$ cat src/hdl/csem_pkg.sv
// shared types and constants for the counting semaphore table
`default_nettype none

package csem_pkg;

  localparam int NumSems         = 16;
  localparam int IdxW            = $clog2(NumSems);
  localparam int CountW          = 16;
  localparam int PidW            = 8;
  localparam int QueueDepthDflt  = 8;
  localparam int KindW           = 3;
  localparam int StatusW         = 3;
  localparam int InDataW         = 32;
  localparam int OutDataW        = 32;

  localparam logic [CountW-1:0] CountMax = '1;

  typedef enum logic [KindW-1:0] {
    KIND_CREATE = 3'd0,
    KIND_WAIT   = 3'd1,
    KIND_POST   = 3'd2,
    KIND_DELETE = 3'd3,
    KIND_READ   = 3'd4
  } kind_e;

  typedef enum logic [StatusW-1:0] {
    ST_OK         = 3'd0,
    ST_BLOCKED    = 3'd1,
    ST_WOKE       = 3'd2,
    ST_NOT_FOUND  = 3'd3,
    ST_NO_SLOT    = 3'd4,
    ST_QUEUE_FULL = 3'd5,
    ST_SATURATED  = 3'd6
  } status_e;

endpackage

`default_nettype wire

$ cat src/hdl/counting_semaphore_table.sv
// table of counting semaphores, each with a fifo of waiting process ids
`default_nettype none

// One operation (create, wait, post, delete, read count) is accepted per clock
// cycle and its result word is presented from the output register: the word is
// captured in an input register, the slot table is updated in a single pass of
// logic, and the result is captured in an output register together with the
// registered read of the waiter memory. The sustained rate is one word per
// cycle; back-pressure on the result side stalls the input register, which
// still takes one more word while a result waits. Create claims the lowest
// free slot. The waiter memory holds QUEUE_DEPTH ids per slot and needs no
// clearing after reset; every other table entry resets to zero at once.
module counting_semaphore_table #(
  parameter int QUEUE_DEPTH = csem_pkg::QueueDepthDflt
) (
  input  wire logic                           clk_i,
  input  wire logic                           rst_ni,
  input  wire logic                           s_axis_tvalid,
  output logic                                s_axis_tready,
  // sem_index [3:0], start_value [19:4], process_id [27:20], zero [31:28]
  input  wire logic [csem_pkg::InDataW-1:0]   s_axis_tdata,
  // kind [2:0]
  input  wire logic [csem_pkg::KindW-1:0]     s_axis_tuser,
  output logic                                m_axis_tvalid,
  input  wire logic                           m_axis_tready,
  // slot_out [3:0], count_out [19:4], woken_process [27:20], zero [31:28]
  output logic [csem_pkg::OutDataW-1:0]       m_axis_tdata,
  // status [2:0]
  output logic [csem_pkg::StatusW-1:0]        m_axis_tuser
);
  import csem_pkg::*;

  localparam int HeadW  = (QUEUE_DEPTH > 1) ? $clog2(QUEUE_DEPTH) : 1;
  localparam int FillW  = $clog2(QUEUE_DEPTH + 1);
  localparam int SumW   = FillW + 1;
  localparam int MemD   = NumSems * QUEUE_DEPTH;
  localparam int AddrW  = (MemD > 1) ? $clog2(MemD) : 1;

  localparam logic [FillW-1:0] FillFull = FillW'(QUEUE_DEPTH);
  localparam logic [HeadW-1:0] HeadLast = HeadW'(QUEUE_DEPTH - 1);
  localparam logic [SumW-1:0]  DepthS   = SumW'(QUEUE_DEPTH);

  // input register
  logic                in_valid_q;
  logic [KindW-1:0]    in_kind_q;
  logic [IdxW-1:0]     in_idx_q;
  logic [CountW-1:0]   in_start_q;
  logic [PidW-1:0]     in_pid_q;

  // slot table
  logic                in_use_q [NumSems];
  logic                in_use_d [NumSems];
  logic [CountW-1:0]   count_q  [NumSems];
  logic [CountW-1:0]   count_d  [NumSems];
  logic [HeadW-1:0]    head_q   [NumSems];
  logic [HeadW-1:0]    head_d   [NumSems];
  logic [FillW-1:0]    fill_q   [NumSems];
  logic [FillW-1:0]    fill_d   [NumSems];

  // waiter memory
  logic [PidW-1:0]     waiter_mem [MemD];
  logic                mem_we;
  logic [AddrW-1:0]    mem_waddr;
  logic [AddrW-1:0]    mem_raddr;
  logic [PidW-1:0]     mem_rdata_q;

  // result register
  logic                out_valid_q;
  status_e             res_status_q;
  status_e             res_status_d;
  logic [IdxW-1:0]     res_slot_q;
  logic [IdxW-1:0]     res_slot_d;
  logic [CountW-1:0]   res_count_q;
  logic [CountW-1:0]   res_count_d;

  logic                out_load;
  logic                advance;

  logic                found;
  logic [IdxW-1:0]     free_slot;
  logic [CountW-1:0]   cur_count;
  logic [HeadW-1:0]    cur_head;
  logic [FillW-1:0]    cur_fill;
  logic [SumW-1:0]     tail_sum;
  logic [HeadW-1:0]    tail_pos;
  logic [AddrW-1:0]    slot_base;

  assign out_load      = !out_valid_q || m_axis_tready;
  assign advance       = in_valid_q && out_load;
  assign s_axis_tready = !in_valid_q || out_load;

  assign cur_count = count_q[in_idx_q];
  assign cur_head  = head_q[in_idx_q];
  assign cur_fill  = fill_q[in_idx_q];

  // ring position of the next free entry, head + fill stays below twice the depth
  assign tail_sum  = SumW'(cur_head) + SumW'(cur_fill);
  assign tail_pos  = (tail_sum >= DepthS) ? HeadW'(tail_sum - DepthS) : HeadW'(tail_sum);
  assign slot_base = AddrW'(AddrW'(in_idx_q) * AddrW'(QUEUE_DEPTH));
  assign mem_raddr = AddrW'(slot_base + AddrW'(cur_head));

  always_comb begin
    found     = 1'b0;
    free_slot = '0;
    for (int s = 0; s < NumSems; s++) begin
      if (!found && !in_use_q[s]) begin
        found     = 1'b1;
        free_slot = IdxW'(s);
      end
    end
  end

  always_comb begin
    in_use_d     = in_use_q;
    count_d      = count_q;
    head_d       = head_q;
    fill_d       = fill_q;
    mem_we       = 1'b0;
    mem_waddr    = AddrW'(slot_base + AddrW'(tail_pos));
    res_status_d = ST_NOT_FOUND;
    res_slot_d   = in_idx_q;
    res_count_d  = '0;

    case (in_kind_q)
      KIND_CREATE: begin
        res_slot_d = '0;
        if (found) begin
          in_use_d[free_slot] = 1'b1;
          count_d[free_slot]  = in_start_q;
          head_d[free_slot]   = '0;
          fill_d[free_slot]   = '0;
          res_status_d        = ST_OK;
          res_slot_d          = free_slot;
          res_count_d         = in_start_q;
        end else begin
          res_status_d = ST_NO_SLOT;
        end
      end
      KIND_WAIT: begin
        if (in_use_q[in_idx_q]) begin
          res_count_d = cur_count;
          if (cur_count != '0) begin
            count_d[in_idx_q] = cur_count - CountW'(1);
            res_count_d       = cur_count - CountW'(1);
            res_status_d      = ST_OK;
          end else if (cur_fill == FillFull) begin
            res_status_d = ST_QUEUE_FULL;
          end else begin
            mem_we           = 1'b1;
            fill_d[in_idx_q] = cur_fill + FillW'(1);
            res_status_d     = ST_BLOCKED;
          end
        end
      end
      KIND_POST: begin
        if (in_use_q[in_idx_q]) begin
          res_count_d = cur_count;
          if (cur_fill != '0) begin
            head_d[in_idx_q] = (cur_head == HeadLast) ? '0 : cur_head + HeadW'(1);
            fill_d[in_idx_q] = cur_fill - FillW'(1);
            res_status_d     = ST_WOKE;
          end else if (cur_count == CountMax) begin
            res_status_d = ST_SATURATED;
          end else begin
            count_d[in_idx_q] = cur_count + CountW'(1);
            res_count_d       = cur_count + CountW'(1);
            res_status_d      = ST_OK;
          end
        end
      end
      KIND_DELETE: begin
        if (in_use_q[in_idx_q]) begin
          in_use_d[in_idx_q] = 1'b0;
          count_d[in_idx_q]  = '0;
          head_d[in_idx_q]   = '0;
          fill_d[in_idx_q]   = '0;
          res_status_d       = ST_OK;
        end
      end
      KIND_READ: begin
        if (in_use_q[in_idx_q]) begin
          res_count_d  = cur_count;
          res_status_d = ST_OK;
        end
      end
      default: ;
    endcase
  end

  // input register
  always_ff @(posedge clk_i or negedge rst_ni) begin
    if (!rst_ni) begin
      in_valid_q <= 1'b0;
    end else if (s_axis_tready) begin
      in_valid_q <= s_axis_tvalid;
    end
  end

  always_ff @(posedge clk_i) begin
    if (s_axis_tready && s_axis_tvalid) begin
      in_kind_q  <= s_axis_tuser;
      in_idx_q   <= s_axis_tdata[IdxW-1:0];
      in_start_q <= s_axis_tdata[IdxW +: CountW];
      in_pid_q   <= s_axis_tdata[IdxW + CountW +: PidW];
    end
  end

  // slot table
  always_ff @(posedge clk_i or negedge rst_ni) begin
    if (!rst_ni) begin
      for (int s = 0; s < NumSems; s++) begin
        in_use_q[s] <= 1'b0;
        count_q[s]  <= '0;
        head_q[s]   <= '0;
        fill_q[s]   <= '0;
      end
    end else if (advance) begin
      in_use_q <= in_use_d;
      count_q  <= count_d;
      head_q   <= head_d;
      fill_q   <= fill_d;
    end
  end

  // waiter memory, read data held with the result word
  always_ff @(posedge clk_i) begin
    if (advance && mem_we) begin
      waiter_mem[mem_waddr] <= in_pid_q;
    end
  end

  always_ff @(posedge clk_i) begin
    if (advance) begin
      mem_rdata_q <= waiter_mem[mem_raddr];
    end
  end

  // result register
  always_ff @(posedge clk_i or negedge rst_ni) begin
    if (!rst_ni) begin
      out_valid_q <= 1'b0;
    end else if (out_load) begin
      out_valid_q <= in_valid_q;
    end
  end

  always_ff @(posedge clk_i) begin
    if (advance) begin
      res_status_q <= res_status_d;
      res_slot_q   <= res_slot_d;
      res_count_q  <= res_count_d;
    end
  end

  assign m_axis_tvalid = out_valid_q;
  assign m_axis_tuser  = res_status_q;
  assign m_axis_tdata  = {
    {(OutDataW - IdxW - CountW - PidW){1'b0}},
    (res_status_q == ST_WOKE) ? mem_rdata_q : {PidW{1'b0}},
    res_count_q,
    res_slot_q
  };

endmodule

`default_nettype wire

$ cat config.mk
export PLATFORM = sky130hd
export DESIGN_NAME = counting_semaphore_table
export DESIGN_NICKNAME = d
export VERILOG_FILES = /design/src/hdl/csem_pkg.sv /design/src/hdl/counting_semaphore_table.sv
export SDC_FILE = /design/constraint.sdc
export NUM_CORES = 2
export LEC_CHECK = 0
export ABC_CLOCK_PERIOD_IN_PS = 6800
export BUFFER_PORTS_ARGS = -buffer_cell sky130_fd_sc_hd__buf_2
export CORE_ASPECT_RATIO = 0.8
export CORE_UTILIZATION = 49
export CTS_BUF_LIST = sky130_fd_sc_hd__clkbuf_2
export CTS_CLUSTER_SIZE = 28
export DETAILED_ROUTE_END_ITERATION = 10
export HOLD_SLACK_MARGIN = 0.1
export PLACE_DENSITY = 0.72
export SLEW_MARGIN = 10
export SYNTH_ARGS = -nofsm -noshare
export SYNTH_HDL_FRONTEND = slang
export SYNTH_SLANG_ARGS = --single-unit
$ cat constraint.sdc
create_clock -name clk_i -period 6.8 [get_ports clk_i]
set_input_delay 0.68 -clock clk_i [delete_from_list [all_inputs] [get_ports clk_i]]
set_output_delay 0.68 -clock clk_i [all_outputs]
set_load 0.02 [all_outputs]
==> reports/results.tsv <==
metric	value	unit
status	finished, violations left	
violations	max-capacitance violations, max-slew violations	
drt_iter0_drc	9704	
p_int	13.5	mW
setup_viol	0	
netSwitchingFraction	0.325	
ys.flop_type	edfxtp_1	
grt_pass1_vias	54000	
max_stage_delay	0.77	ns
wl	246	mm
ir_worst_vdd	187	µV
num_vias	56900	
p_sw	6.50	mW
slew_viol_final	9	
hold_violations	0	
grtUsageMet3	0.175	
grt_usage	0.343	
chipHeight	336	µm
ys_ff_latch	1472	
synth_warnings	0	
core_area	0.138	mm²
maxSlewHeadroom	-0.0106	
dr.pass1.iters	9	
wl_per_cell	28.5	µm
finClkSkew	0.162	ns
clockRootBuffer	clkbuf_2	
drc	0	
post-cts-setup-buffer-count	0	
rsz0062_at_grt	false	
die-area	0.141	mm²
busiest_layer	met1	
finalCritPeriodShare	0.867	
pwr-share-seq	0.520	
grt_use_met2	0.458	
synth_cell_types	93	
synth_top_area_frac	0.477	
synthesis.area	0.0684	mm²
crit_type	reg2reg	
synthToLayoutAreaGrowth	11.4	%
place.gp.congestion	1.05	
synth_edf_count	1086	
start_util	0.494	
slowest_stage	edfxtp_1	
clockBufferDepth	4	
htreeDepth	5	
min_period	5.89	ns
via_per_inst	6.60	
tns	0	ns
synth_cells	6082	
comb_power_share	0.181	
post-dp-hpwl	156	mm
worstSkewPairLatency	1.72	ns
cp_common_cell	buf_4	
power_density	262	mW/mm²
cts_made_buffers	374	
tightest_slew	1.52	ns
synth_seq_area_share	0.618	
syn_area_per_cell	11.2	µm²
grt_pass1_wl	355	mm
port_buffers	67	
cts_sinks	1472	
overflow	0	
clkPwrFrac	0.299	
arrival	7.25	ns
total_power	20.0	mW
async_flop_share	0.262	
cp.required	8.15	ns
antenna_found_initial	11	
leakage	28.2	nW
holdWs	0.357	ns
endpoint_kind	flip-flop	
hold_class	in2reg	
ys_top_cells_by_area	edfxtp_1, dfrtp_1, nand2_1	
grtUsageMet1	0.468	
crit_fanout	16	
die_w	420	µm
cts_resized	0	
final_cell_area	0.0762	mm²
postPlaceCellArea	0.0720	mm²
grt_start_max_net_pins	197	
cts.clk_slew.worst_paths	0.11	ns
cp_cell_sequence	buf_4 > mux4_2 > a22o_1 > nor2_2 > ha_1 > nor4b_4 > and4_1 > and4_1 > nand3_1 > nor2_1 > nand2_1 > buf_4 > nor2_1 > buf_4	
start_kind	flip-flop	
netlist.top_cell.by_area	edfxtp_1	
nets	6528	
fmax	0.170	GHz
rows	122	
final_antenna_net_count	0	
io_pins	76	
drive_gt1_frac	0.179	
maxCapViolCount	1	
cts_tree	built	
-- worst max-delay path, delay by kind of cell (launching register included) --
family                     cells  cell delay [ns]
adders and majority gates      1             0.35
DFF                            1             0.77
AOI/OAI and AO/OA              1             0.48
muxes                          1             0.52
buffers and inverters          3             0.90
and+or+nand+nor                8             2.49
-- cell usage in the layout, fill, tap and decap left out, types with 38 or more instances in the layout --
cell type,synthesis,final
a21oi_1,459,458
a22o_1,43,43
a311oi_1,47,47
a31oi_1,119,119
a32oi_1,66,66
and3_1,66,66
buf_2,93,66
buf_4,21,336
clkbuf_2,0,557
clkinv_1,0,72
dfrtp_1,386,386
dlygate4sd3_1,0,97
edfxtp_1,1086,1086
mux2i_1,120,119
mux4_2,101,101
nand2_1,1277,1277
nand3_1,255,255
nand4_1,54,54
nor2_1,417,390
nor4_1,38,38
o21ai_0,324,323
o221ai_1,40,40
o22a_1,43,43
o22ai_1,87,87
-- area by class of cell --
type | count | area [µm²]
diodes | 11 | 27.5
clock buffers | 557 | 2790
clock inverters | 94 | 448
fillers | 11600 | 62200
inverters | 34 | 135
multi-input cells | 4083 | 24100
flip-flops and latches | 1472 | 42300
well taps | 1860 | 2330
repair buffers | 515 | 4150
-- timing repair --
| item | 4_1_cts | 5_1_grt |
|---|---|---|
| hold buffers | 98 | 0 |
| hold endpoints to repair | 450 | 0 |
| setup endpoints to repair | 0 | 0 |
-- synth_stat cells (11+ instances only) --
cell type  instances
a31oi_1          119
nor4_1            38
buf_4             21
nand3_1          255
o21ai_0          324
o22a_1            43
o32a_1            16
o211ai_1          29
mux4_2           101
o22ai_1           87
and3_1            66
a2111oi_0         14
a41oi_1           34
xnor2_1           18
or3_1             13
o32ai_1           22
buf_2             93
nor2_1           417
and2_1            20
a22o_1            43
nand4_1           54
a211oi_1          29
nand2b_1          20
a32oi_1           66
nand2_1         1277
inv_1             28
nor3_1            29
clkbuf_1         331
a21o_1            11
nor2b_1           14
a221oi_1          31
a21oi_1          459
o41ai_1           14
a311oi_1          47
buf_1             33
a22oi_1           22
o2bb2ai_1         36
edfxtp_1        1086
mux2i_1          120
buf_6             14
o221ai_1          40
dfrtp_1          386
-- registers in the layout, summed over array words and instances (netlist names), 3 cells and up --
| name | cells |
|---|---|
| waiter_mem | 1024 |
| count_q | 256 |
| fill_q | 64 |
| head_q | 48 |
| in_start_q | 16 |
| in_use_q | 16 |
| res_count_q | 16 |
| in_pid_q | 8 |
| mem_rdata_q | 8 |
| in_idx_q | 4 |
| res_slot_q | 4 |
| in_kind_q | 3 |
| m_axis_tuser | 3 |
-- cells by family (layout without fill, tap and decap cells) --
| group | after synthesis | in the layout | share of synthesized area |
|---|---|---|---|
| AND/OR/NAND/NOR | 2264 | 2264 | 0.142 |
| AO/OA/AOI/OAI | 1557 | 1557 | 0.149 |
| flip-flops | 1472 | 1472 | 0.618 |
| buffers and inverters | 530 | 1200 | 0.0343 |
| multiplexers | 224 | 224 | 0.0513 |
| XOR/XNOR | 25 | 25 | 0.00320 |
| adder cells (fa/ha/maj) | 9 | 9 | 0.00176 |
| other | 1 | 15 | 0.0000548 |
-- per-layer routing --
layer / part of all wire / wire [µm]
met3: 0.18 / 44600
met5: 0.00048 / 118
met2: 0.40 / 98100
met4: 0.042 / 10400
met1: 0.38 / 92400
-- power groups by stage --
stage | registers, mW | logic (mW) | clock network, mW
6_report | 10.4 | 3.61 | 5.97
5_1_grt | 10.4 | 3.76 | 6.47
4_1_cts | 10.4 | 3.42 | 6.02
3_5_place_dp | 10.5 | 3.36 | 0
3_3_place_gp | 10.5 | 3.29 | 0
2_1_floorplan | 10.5 | 2.11 | 0
-- worst paths after layout --
path / from / endpoint / slack, ns / cells past startpoint
min reg2reg: head_q[1] / head_q[1] / 0.49 / 2
max in group asynchronous: rst_ni / head_q[28] / 4.98 / 5
max: in_idx_q[0] / waiter_mem[79][2] / 0.91 / 14
max reg2reg: in_idx_q[0] / waiter_mem[79][2] / 0.91 / 14
min in group asynchronous: rst_ni / count_q[179] / 0.71 / 5
min: s_axis_tvalid / in_idx_q[0] / 0.36 / 4
-- metrics by stage --
stage / util / std cells / setup slack (ns)
global placement: 0.520 / 7866 / 1.30
detailed placement: 0.520 / 7866 / 1.26
global route: 0.550 / 8620 / 0.818
finish: 0.550 / 8626 / 0.906
floorplan: - / 6085 / 1.97
CTS: 0.550 / 8615 / 1.18
No activity file was read; power rests on OpenSTA's default activity.
